<file path="src/hdl/b64u_pkg.sv">
// Types, codes and the character table of the base64url stream encoder.
`timescale 1ns / 1ps
`default_nettype none

package b64u_pkg;

	localparam int unsigned COUNT_W   = 17;
	localparam int unsigned CAP_W     = 16;
	localparam logic [COUNT_W-1:0] COUNT_MAX = '1;
	localparam logic [CAP_W-1:0]   CAP_RESET = 16'hFFFF;

	// Bytes already taken into the current three-byte group.
	typedef enum logic [1:0] {
		PH_0 = 2'd0,
		PH_1 = 2'd1,
		PH_2 = 2'd2
	} b64u_phase_t;

	// One queue entry: the one or two characters caused by a single byte.
	typedef struct packed {
		logic [5:0] six0;
		logic [5:0] six1;
		logic       two;
		logic       last;
		logic       too_long;
	} b64u_entry_t;

	// Queue status seen by the front and the back.
	typedef struct packed {
		logic full;
		logic empty;
	} b64u_qstat_t;

	// Six-bit code to its ASCII character in the URL-safe alphabet.
	function automatic logic [7:0] b64u_char(input logic [5:0] six);
		logic [7:0] v;
		logic [7:0] c;
		begin
			v = {2'b00, six};
			if (v < 8'd26) begin
				c = 8'h41 + v;
			end else if (v < 8'd52) begin
				c = 8'h61 + (v - 8'd26);
			end else if (v < 8'd62) begin
				c = 8'h30 + (v - 8'd52);
			end else if (v == 8'd62) begin
				c = 8'h2D;
			end else begin
				c = 8'h5F;
			end
			return c;
		end
	endfunction

endpackage

`default_nettype wire

</file>
<file path="src/hdl/b64u_front.sv">
// Front part: takes bytes, splits them into six-bit codes and queues them.
`timescale 1ns / 1ps
`default_nettype none

module b64u_front (
	input  wire logic                       clk,
	input  wire logic                       arst_n,
	input  wire logic                       cfg_we,
	input  wire logic [b64u_pkg::CAP_W-1:0] cfg_wdata,
	input  wire logic                       byte_valid,
	output logic                            byte_ready,
	input  wire logic [7:0]                 data_byte,
	input  wire logic                       last_byte,
	input  wire b64u_pkg::b64u_qstat_t      qstat,
	output logic                            push,
	output b64u_pkg::b64u_entry_t           push_entry
);

	logic [b64u_pkg::CAP_W-1:0]   cap_q;
	b64u_pkg::b64u_phase_t        phase_q;
	b64u_pkg::b64u_phase_t        phase_d;
	logic [3:0]                   left_q;
	logic [3:0]                   left_d;
	logic [b64u_pkg::COUNT_W-1:0] cnt_q;
	logic [b64u_pkg::COUNT_W-1:0] cnt_d;
	logic [b64u_pkg::COUNT_W:0]   sum;
	logic [5:0]                   six0;
	logic [5:0]                   six1;
	logic                         two;

	assign byte_ready = ~qstat.full;
	assign push       = byte_valid & byte_ready;

	always_comb begin
		six1    = '0;
		two     = 1'b0;
		unique case (phase_q)
			b64u_pkg::PH_1: begin
				six0    = {left_q[1:0], data_byte[7:4]};
				left_d  = data_byte[3:0];
				phase_d = b64u_pkg::PH_2;
				if (last_byte) begin
					six1 = {data_byte[3:0], 2'b00};
					two  = 1'b1;
				end
			end
			b64u_pkg::PH_2: begin
				six0    = {left_q, data_byte[7:6]};
				six1    = data_byte[5:0];
				two     = 1'b1;
				left_d  = '0;
				phase_d = b64u_pkg::PH_0;
			end
			default: begin
				// Start of a group; the unreachable fourth code lands here too.
				six0    = data_byte[7:2];
				left_d  = {2'b00, data_byte[1:0]};
				phase_d = b64u_pkg::PH_1;
				if (last_byte) begin
					six1 = {data_byte[1:0], 4'b0000};
					two  = 1'b1;
				end
			end
		endcase

		sum = {1'b0, cnt_q} + (two ? (b64u_pkg::COUNT_W+1)'(2) : (b64u_pkg::COUNT_W+1)'(1));
		if (sum > {1'b0, b64u_pkg::COUNT_MAX}) begin
			cnt_d = b64u_pkg::COUNT_MAX;
		end else begin
			cnt_d = sum[b64u_pkg::COUNT_W-1:0];
		end

		push_entry.six0     = six0;
		push_entry.six1     = six1;
		push_entry.two      = two;
		push_entry.last     = last_byte;
		// Characters plus the terminator exceed capacity when count >= capacity.
		push_entry.too_long = last_byte &
			(sum >= {{(b64u_pkg::COUNT_W+1-b64u_pkg::CAP_W){1'b0}}, cap_q});
	end

	always_ff @(posedge clk or negedge arst_n) begin
		if (!arst_n) begin
			cap_q   <= b64u_pkg::CAP_RESET;
			phase_q <= b64u_pkg::PH_0;
			left_q  <= '0;
			cnt_q   <= '0;
		end else begin
			if (cfg_we) begin
				cap_q <= cfg_wdata;
			end
			if (push) begin
				if (last_byte) begin
					phase_q <= b64u_pkg::PH_0;
					left_q  <= '0;
					cnt_q   <= '0;
				end else begin
					phase_q <= phase_d;
					left_q  <= left_d;
					cnt_q   <= cnt_d;
				end
			end
		end
	end

endmodule

`default_nettype wire

</file>
<file path="src/hdl/b64u_queue.sv">
// Short queue of classified entries between the front and the back.
`timescale 1ns / 1ps
`default_nettype none

module b64u_queue #(
	parameter int unsigned DEPTH = 2
) (
	input  wire logic                  clk,
	input  wire logic                  arst_n,
	input  wire logic                  push,
	input  wire b64u_pkg::b64u_entry_t push_entry,
	input  wire logic                  pop,
	output b64u_pkg::b64u_entry_t      head,
	output b64u_pkg::b64u_qstat_t      qstat
);

	localparam int unsigned PW = (DEPTH > 1) ? $clog2(DEPTH) : 1;
	localparam int unsigned CW = $clog2(DEPTH + 1);
	localparam logic [PW-1:0] PTR_LAST = PW'(DEPTH - 1);
	localparam logic [CW-1:0] CNT_FULL = CW'(DEPTH);

	b64u_pkg::b64u_entry_t slots_q [DEPTH];
	logic [PW-1:0] wptr_q;
	logic [PW-1:0] rptr_q;
	logic [CW-1:0] count_q;

	assign head        = slots_q[rptr_q];
	assign qstat.full  = (count_q == CNT_FULL);
	assign qstat.empty = (count_q == '0);

	always_ff @(posedge clk) begin
		if (push) begin
			slots_q[wptr_q] <= push_entry;
		end
	end

	always_ff @(posedge clk or negedge arst_n) begin
		if (!arst_n) begin
			wptr_q  <= '0;
			rptr_q  <= '0;
			count_q <= '0;
		end else begin
			if (push) begin
				wptr_q <= (wptr_q == PTR_LAST) ? '0 : wptr_q + PW'(1);
			end
			if (pop) begin
				rptr_q <= (rptr_q == PTR_LAST) ? '0 : rptr_q + PW'(1);
			end
			if (push && !pop) begin
				count_q <= count_q + CW'(1);
			end else if (pop && !push) begin
				count_q <= count_q - CW'(1);
			end
		end
	end

endmodule

`default_nettype wire

</file>
<file path="src/hdl/b64u_back.sv">
// Back part: turns queued entries into characters, one per cycle while the receiver is ready.
`timescale 1ns / 1ps
`default_nettype none

module b64u_back (
	input  wire logic                  clk,
	input  wire logic                  arst_n,
	input  wire b64u_pkg::b64u_entry_t head,
	input  wire b64u_pkg::b64u_qstat_t qstat,
	output logic                       pop,
	output logic                       char_valid,
	input  wire logic                  char_ready,
	output logic [7:0]                 out_char,
	output logic                       last_char,
	output logic                       too_long
);

	logic       sel_q;
	logic       valid_q;
	logic [7:0] char_q;
	logic       last_q;
	logic       long_q;
	logic       load;
	logic       final_char;
	logic [5:0] six;

	assign char_valid = valid_q;
	assign out_char   = char_q;
	assign last_char  = last_q;
	assign too_long   = long_q;

	always_comb begin
		load       = ~qstat.empty & (~valid_q | char_ready);
		final_char = ~head.two | sel_q;
		six        = sel_q ? head.six1 : head.six0;
		pop        = load & final_char;
	end

	always_ff @(posedge clk) begin
		if (load) begin
			char_q <= b64u_pkg::b64u_char(six);
			last_q <= head.last & final_char;
			long_q <= head.too_long & final_char;
		end
	end

	always_ff @(posedge clk or negedge arst_n) begin
		if (!arst_n) begin
			valid_q <= 1'b0;
			sel_q   <= 1'b0;
		end else begin
			if (load) begin
				valid_q <= 1'b1;
				sel_q   <= ~final_char;
			end else if (char_ready) begin
				valid_q <= 1'b0;
			end
		end
	end

endmodule

`default_nettype wire

</file>
<file path="src/hdl/base64url_stream_encoder.sv">
// Top level of the unpadded URL-safe base64 stream encoder.
// Usage:
// Bytes enter on the byte channel (byte_valid/byte_ready, data_byte, last_byte),
// with last_byte set on the final byte of a message. Characters leave on the
// char channel (char_valid/char_ready, out_char, last_char, too_long). Every
// byte yields one or two characters; the final byte flushes a partial group
// as one extra character, and no padding is ever added. The final character
// of a message carries last_char, and too_long when the character count plus
// a terminating zero is greater than the capacity register.
// The user must write the capacity through cfg_we/cfg_wdata only while the
// block is idle; the block does not enforce it. The capacity resets to 65535.
// A byte is written into the queue, and the back then loads its first character
// into the output register; a second character follows the first.
// The output register moves one character per cycle while char_ready is high
// and the queue is not empty.
// A queue of QUEUE_DEPTH entries separates byte intake from character output,
// so the front keeps taking bytes while the receiver stalls until the queue
// fills; then byte_ready drops. Reset clears the group state, the queue and
// the output register, and the first byte may be taken right after reset.
`timescale 1ns / 1ps
`default_nettype none

module base64url_stream_encoder #(
	parameter int unsigned QUEUE_DEPTH = 2
) (
	input  wire logic        clk,
	input  wire logic        arst_n,
	input  wire logic        cfg_we,
	input  wire logic [15:0] cfg_wdata,
	input  wire logic        byte_valid,
	output logic             byte_ready,
	input  wire logic [7:0]  data_byte,
	input  wire logic        last_byte,
	output logic             char_valid,
	input  wire logic        char_ready,
	output logic [7:0]       out_char,
	output logic             last_char,
	output logic             too_long
);

	// Queue handshake between the two halves.
	logic                  push;
	logic                  pop;
	b64u_pkg::b64u_entry_t push_entry;
	b64u_pkg::b64u_entry_t head;
	b64u_pkg::b64u_qstat_t qstat;

	// The front holds the group phase, the leftover bits and the character
	// count, and decides per byte which codes it yields and the final flags.
	b64u_front u_front (
		.clk        (clk),
		.arst_n     (arst_n),
		.cfg_we     (cfg_we),
		.cfg_wdata  (cfg_wdata),
		.byte_valid (byte_valid),
		.byte_ready (byte_ready),
		.data_byte  (data_byte),
		.last_byte  (last_byte),
		.qstat      (qstat),
		.push       (push),
		.push_entry (push_entry)
	);

	b64u_queue #(
		.DEPTH (QUEUE_DEPTH)
	) u_queue (
		.clk        (clk),
		.arst_n     (arst_n),
		.push       (push),
		.push_entry (push_entry),
		.pop        (pop),
		.head       (head),
		.qstat      (qstat)
	);

	// The back walks each entry one character at a time into its output
	// register and releases the entry with its final character.
	b64u_back u_back (
		.clk        (clk),
		.arst_n     (arst_n),
		.head       (head),
		.qstat      (qstat),
		.pop        (pop),
		.char_valid (char_valid),
		.char_ready (char_ready),
		.out_char   (out_char),
		.last_char  (last_char),
		.too_long   (too_long)
	);

endmodule

`default_nettype wire

</file>
<file path="config.mk">
export PLATFORM = sky130hd
export DESIGN_NAME = base64url_stream_encoder
export DESIGN_NICKNAME = d
export VERILOG_FILES = /design/src/hdl/b64u_pkg.sv /design/src/hdl/b64u_front.sv /design/src/hdl/b64u_queue.sv /design/src/hdl/b64u_back.sv /design/src/hdl/base64url_stream_encoder.sv
export SDC_FILE = /design/constraint.sdc
export NUM_CORES = 1
export LEC_CHECK = 0
export BUFFER_PORTS_ARGS = -buffer_cell sky130_fd_sc_hd__buf_2
export CAP_MARGIN = 20
export CORE_MARGIN = 4
export CORE_UTILIZATION = 54
export CTS_CLUSTER_SIZE = 40
export DETAILED_ROUTE_END_ITERATION = 7
export GPL_ROUTABILITY_DRIVEN = 1
export GPL_TIMING_DRIVEN = 0
export PLACE_DENSITY = 0.76
export SYNTH_ARGS = -nofsm -noshare
export SYNTH_HDL_FRONTEND = slang
export SYNTH_SLANG_ARGS = --single-unit
</file>
<file path="constraint.sdc">
create_clock -name clk -period 3.9 [get_ports clk]
set_input_delay 0.78 -clock clk [delete_from_list [all_inputs] [get_ports clk]]
set_output_delay 0.78 -clock clk [all_outputs]
set_load 0.005 [all_outputs]
</file>
==> run metrics <==
post-route ant nets 0; Final Cell Area 5460 um^2; final setup fails 0; Post-synth EDFFs 40; Syn Area/Cell 11.0 um^2; initial antenna violation count 0; critical path class reg2reg; met3 WL 536 um; placed insts 592; routability cong. 0.822; TritonCTS buffer count 9; CP Capture Type flop; combinational power share 52.1%; Max Cap Viol 0; Fill cells 710; largest net degree at the start of global routing 46; clock slew at reported path FFs 80 ps; H-tree lvl count 3; Final Max Tran Viols 0; Syn Nets 505; Internal 2.42 mW; clock buffer depth 2; CTS tree done; Final Hold Fails 0; highest routed layer met4; fin crit period 3720 ps; worst min-delay path class in2async; FF-to-FF Start u_front.phase_q[0]$_DFFE_PN0P_; clock power share 13.2%; Finished Layout Cells 610; period utilization 95.4%; Slew HR 48.9%; asr flop ratio synth 52.9%; first-pass GRT wire length 17,000 um; Max Fanout on Critical Path 13; DR iter-0 viols 163; vias in the first global route 3,466; io pins 42; WL met1 4730 um; sw frac 39.8%; Cell variety after synth 65; flop-to-flop setup slack 180 ps; gr ovfl total 0; core area 8760 um^2; Pre-antenna DRT Iters 4; Crit path arrival time 3810 ps; n_diodes 0; die width 103 um; Layout area overhead 12.0%; CTS sink count 85; Max Freq 269 MHz; status finished, final reports clean; share of cells above drive strength 1 23.3%; port bufs 41; clock root buffer clkbuf_8; Final Worst Setup Slack 181 ps; Worst Tran Pin Value 763 ps; Place WS -722 ps; die area 10,600 um^2; sequential element share of the synthesized area 48.1%; Synth Instances 442; DRC viols 0; ys flop type edfxtp_1; #FFs+latches synth 85; CTS Hold Bufs 0; Sw Pwr 1.60 mW; vias per inst 5.84; reg2reg path depth 16; Setup TNS 0 ps; hold_ws 308 ps; pwr dens 737 nW/um^2; Final Skew 7.47 ps; DR WL/cell 16.8 um; die height 103 um; synthesized cell area 4880 um^2; Skew-Pair Late Insertion Delay 350 ps; DP Area 5240 um^2; Max VDD drop 0.327 mV; num rows 34; Initial Utilization 55.7%; total track usage 20.7%; total number of vias 3,560; Req. time, crit path 4000 ps; DP HPWL 7570 um; WL final 10,200 um; met2 WL 4800 um; worst r2r dst u_queue.slots_q[1][0]$_DFFE_PP_; sequential share of power 34.6%; Final nets 560; Leak Pwr 2.43 nW; Startpoint Class flop; YS warnings 0
==> cell usage in the layout (no fill, tap or decap), drive strengths merged, types with 5 or more instances in the layout <==
cell | synthesis | layout
a211oi | 7 | 7
a21o | 7 | 7
a21oi | 28 | 28
a22o | 5 | 5
a22oi | 6 | 6
a31o | 7 | 7
and2 | 7 | 7
and3 | 6 | 6
buf | 8 | 54
clkbuf | 13 | 21
clkinv | 1 | 5
dfrtp | 29 | 29
dfstp | 16 | 16
edfxtp | 40 | 40
ha | 32 | 32
inv | 32 | 32
mux4 | 6 | 6
nand2 | 42 | 42
nand3 | 10 | 10
nor2 | 17 | 17
nor2b | 8 | 8
o21ai | 32 | 32
xnor2 | 14 | 14
xor2 | 16 | 16
==> worst max path at each step <==
stage	start	endpoint	slack, ps	cells after the start
floorplan	last_byte	u_queue.slots_q[0][0]$_DFFE_PP_	80	16
global placement	last_byte	u_queue.slots_q[0][0]$_DFFE_PP_	-600	17
detailed placement	last_byte	u_queue.slots_q[1][0]$_DFFE_PP_	-720	17
CTS	u_front.phase_q[0]$_DFFE_PN0P_	u_queue.slots_q[1][0]$_DFFE_PP_	40	16
global route	u_front.phase_q[0]$_DFFE_PN0P_	u_queue.slots_q[1][0]$_DFFE_PP_	-3	16
finish	u_front.phase_q[0]$_DFFE_PN0P_	u_queue.slots_q[1][0]$_DFFE_PP_	180	16
==> worst max-delay path: stages (launching register included) <==
cell and delay, ps:
dfrtp_1 390, inv_1 90, ha_4 210, nor2_2 150, inv_1 110, ha_1 310, a21oi_2 80, nor3_4 290
and2_1 170, buf_4 150, xor2_1 210, ha_1 300, nand2_1 80, nor2_1 40, a2111oi_1 350, o21ai_1 130
o41a_1 390
==> synthesized netlist by cell type (5+ instances only) <==
master / number / area (um^2)
a211oi_1: 7 / 52.6
a21o_1: 7 / 52.6
a21oi_1: 27 / 135
a22o_1: 5 / 43.8
a22oi_1: 6 / 45.0
a31o_2: 7 / 61.3
and2_1: 6 / 37.5
and3_1: 6 / 37.5
clkbuf_1: 13 / 48.8
dfrtp_1: 29 / 726
dfstp_2: 16 / 420
edfxtp_1: 40 / 1200
ha_1: 32 / 400
inv_1: 32 / 120
mux4_2: 5 / 113
nand2_1: 41 / 154
nand3_1: 8 / 40.0
nor2_1: 17 / 63.8
nor2b_1: 8 / 50.1
o21ai_0: 31 / 155
xnor2_1: 13 / 114
xor2_1: 16 / 140
==> kinds of logic after synthesis <==
kind of cell    after synthesis  share of synthesized area, %
compound gates              118                          16.2
simple gates                110                          12.2
flops                        85                          48.1
buf+inv                      54                          4.95
fa+ha+maj                    33                          8.62
xor+xnor                     30                          5.77
mux                          12                          4.18
==> routing by layer <==
| layer | vias to the layer above | global-route usage, % |
|---|---|---|
| li1 | 1700 | - |
| met1 | 1731 | 29.0 |
| met2 | 113 | 32.4 |
| met3 | 16 | 4.06 |
| met4 | 0 | 6.87 |
| met5 | - | 0 |
==> final cells by class <==
| cell class | instances | area (um^2) | area share, % |
|---|---|---|---|
| plain buffers | 18 | 106 | 1.95 |
| clock buffers | 10 | 128 | 2.34 |
| clock inverters | 6 | 31.3 | 0.573 |
| inverters | 33 | 124 | 2.27 |
| multi-input cells | 303 | 2320 | 42.5 |
| flip-flops and latches | 85 | 2350 | 43.0 |
| well taps | 108 | 135 | 2.47 |
| repair buffers | 47 | 269 | 4.93 |
==> state kept, by name, summed over array words and instances (netlist names), 2 cells and up <==
name,flops
u_queue.slots_q,30
u_front.left_q,4
u_front.cap_q,16
u_front.phase_q,2
u_front.cnt_q,17
u_back.out_char,8
u_queue.count_q,2
==> timing repair <==
action,in CTS,in global routing
resized for setup,2,8
endpoints found under the setup margin,2,2
pin swaps,0,2
buffers inserted,0,3
==> stage by stage <==
step	total power [mW]	utilization (%)
after global placement	3.34	59.6
after CTS	3.99	61.5
after floorplan	2.96	-
final	4.03	62.3
after global routing	4.33	62.3
after detailed placement	3.44	59.8
==> power by group through the flow <==
stage	Sequential (mW)	Clock, mW	Combinational (mW)
2_1_floorplan	1.39	0	1.57
3_3_place_gp	1.39	0	1.95
3_5_place_dp	1.41	0	2.03
4_1_cts	1.39	0.543	2.05
5_1_grt	1.42	0.587	2.32
6_report	1.39	0.533	2.10
No activity file was read; power rests on OpenSTA's default activity.
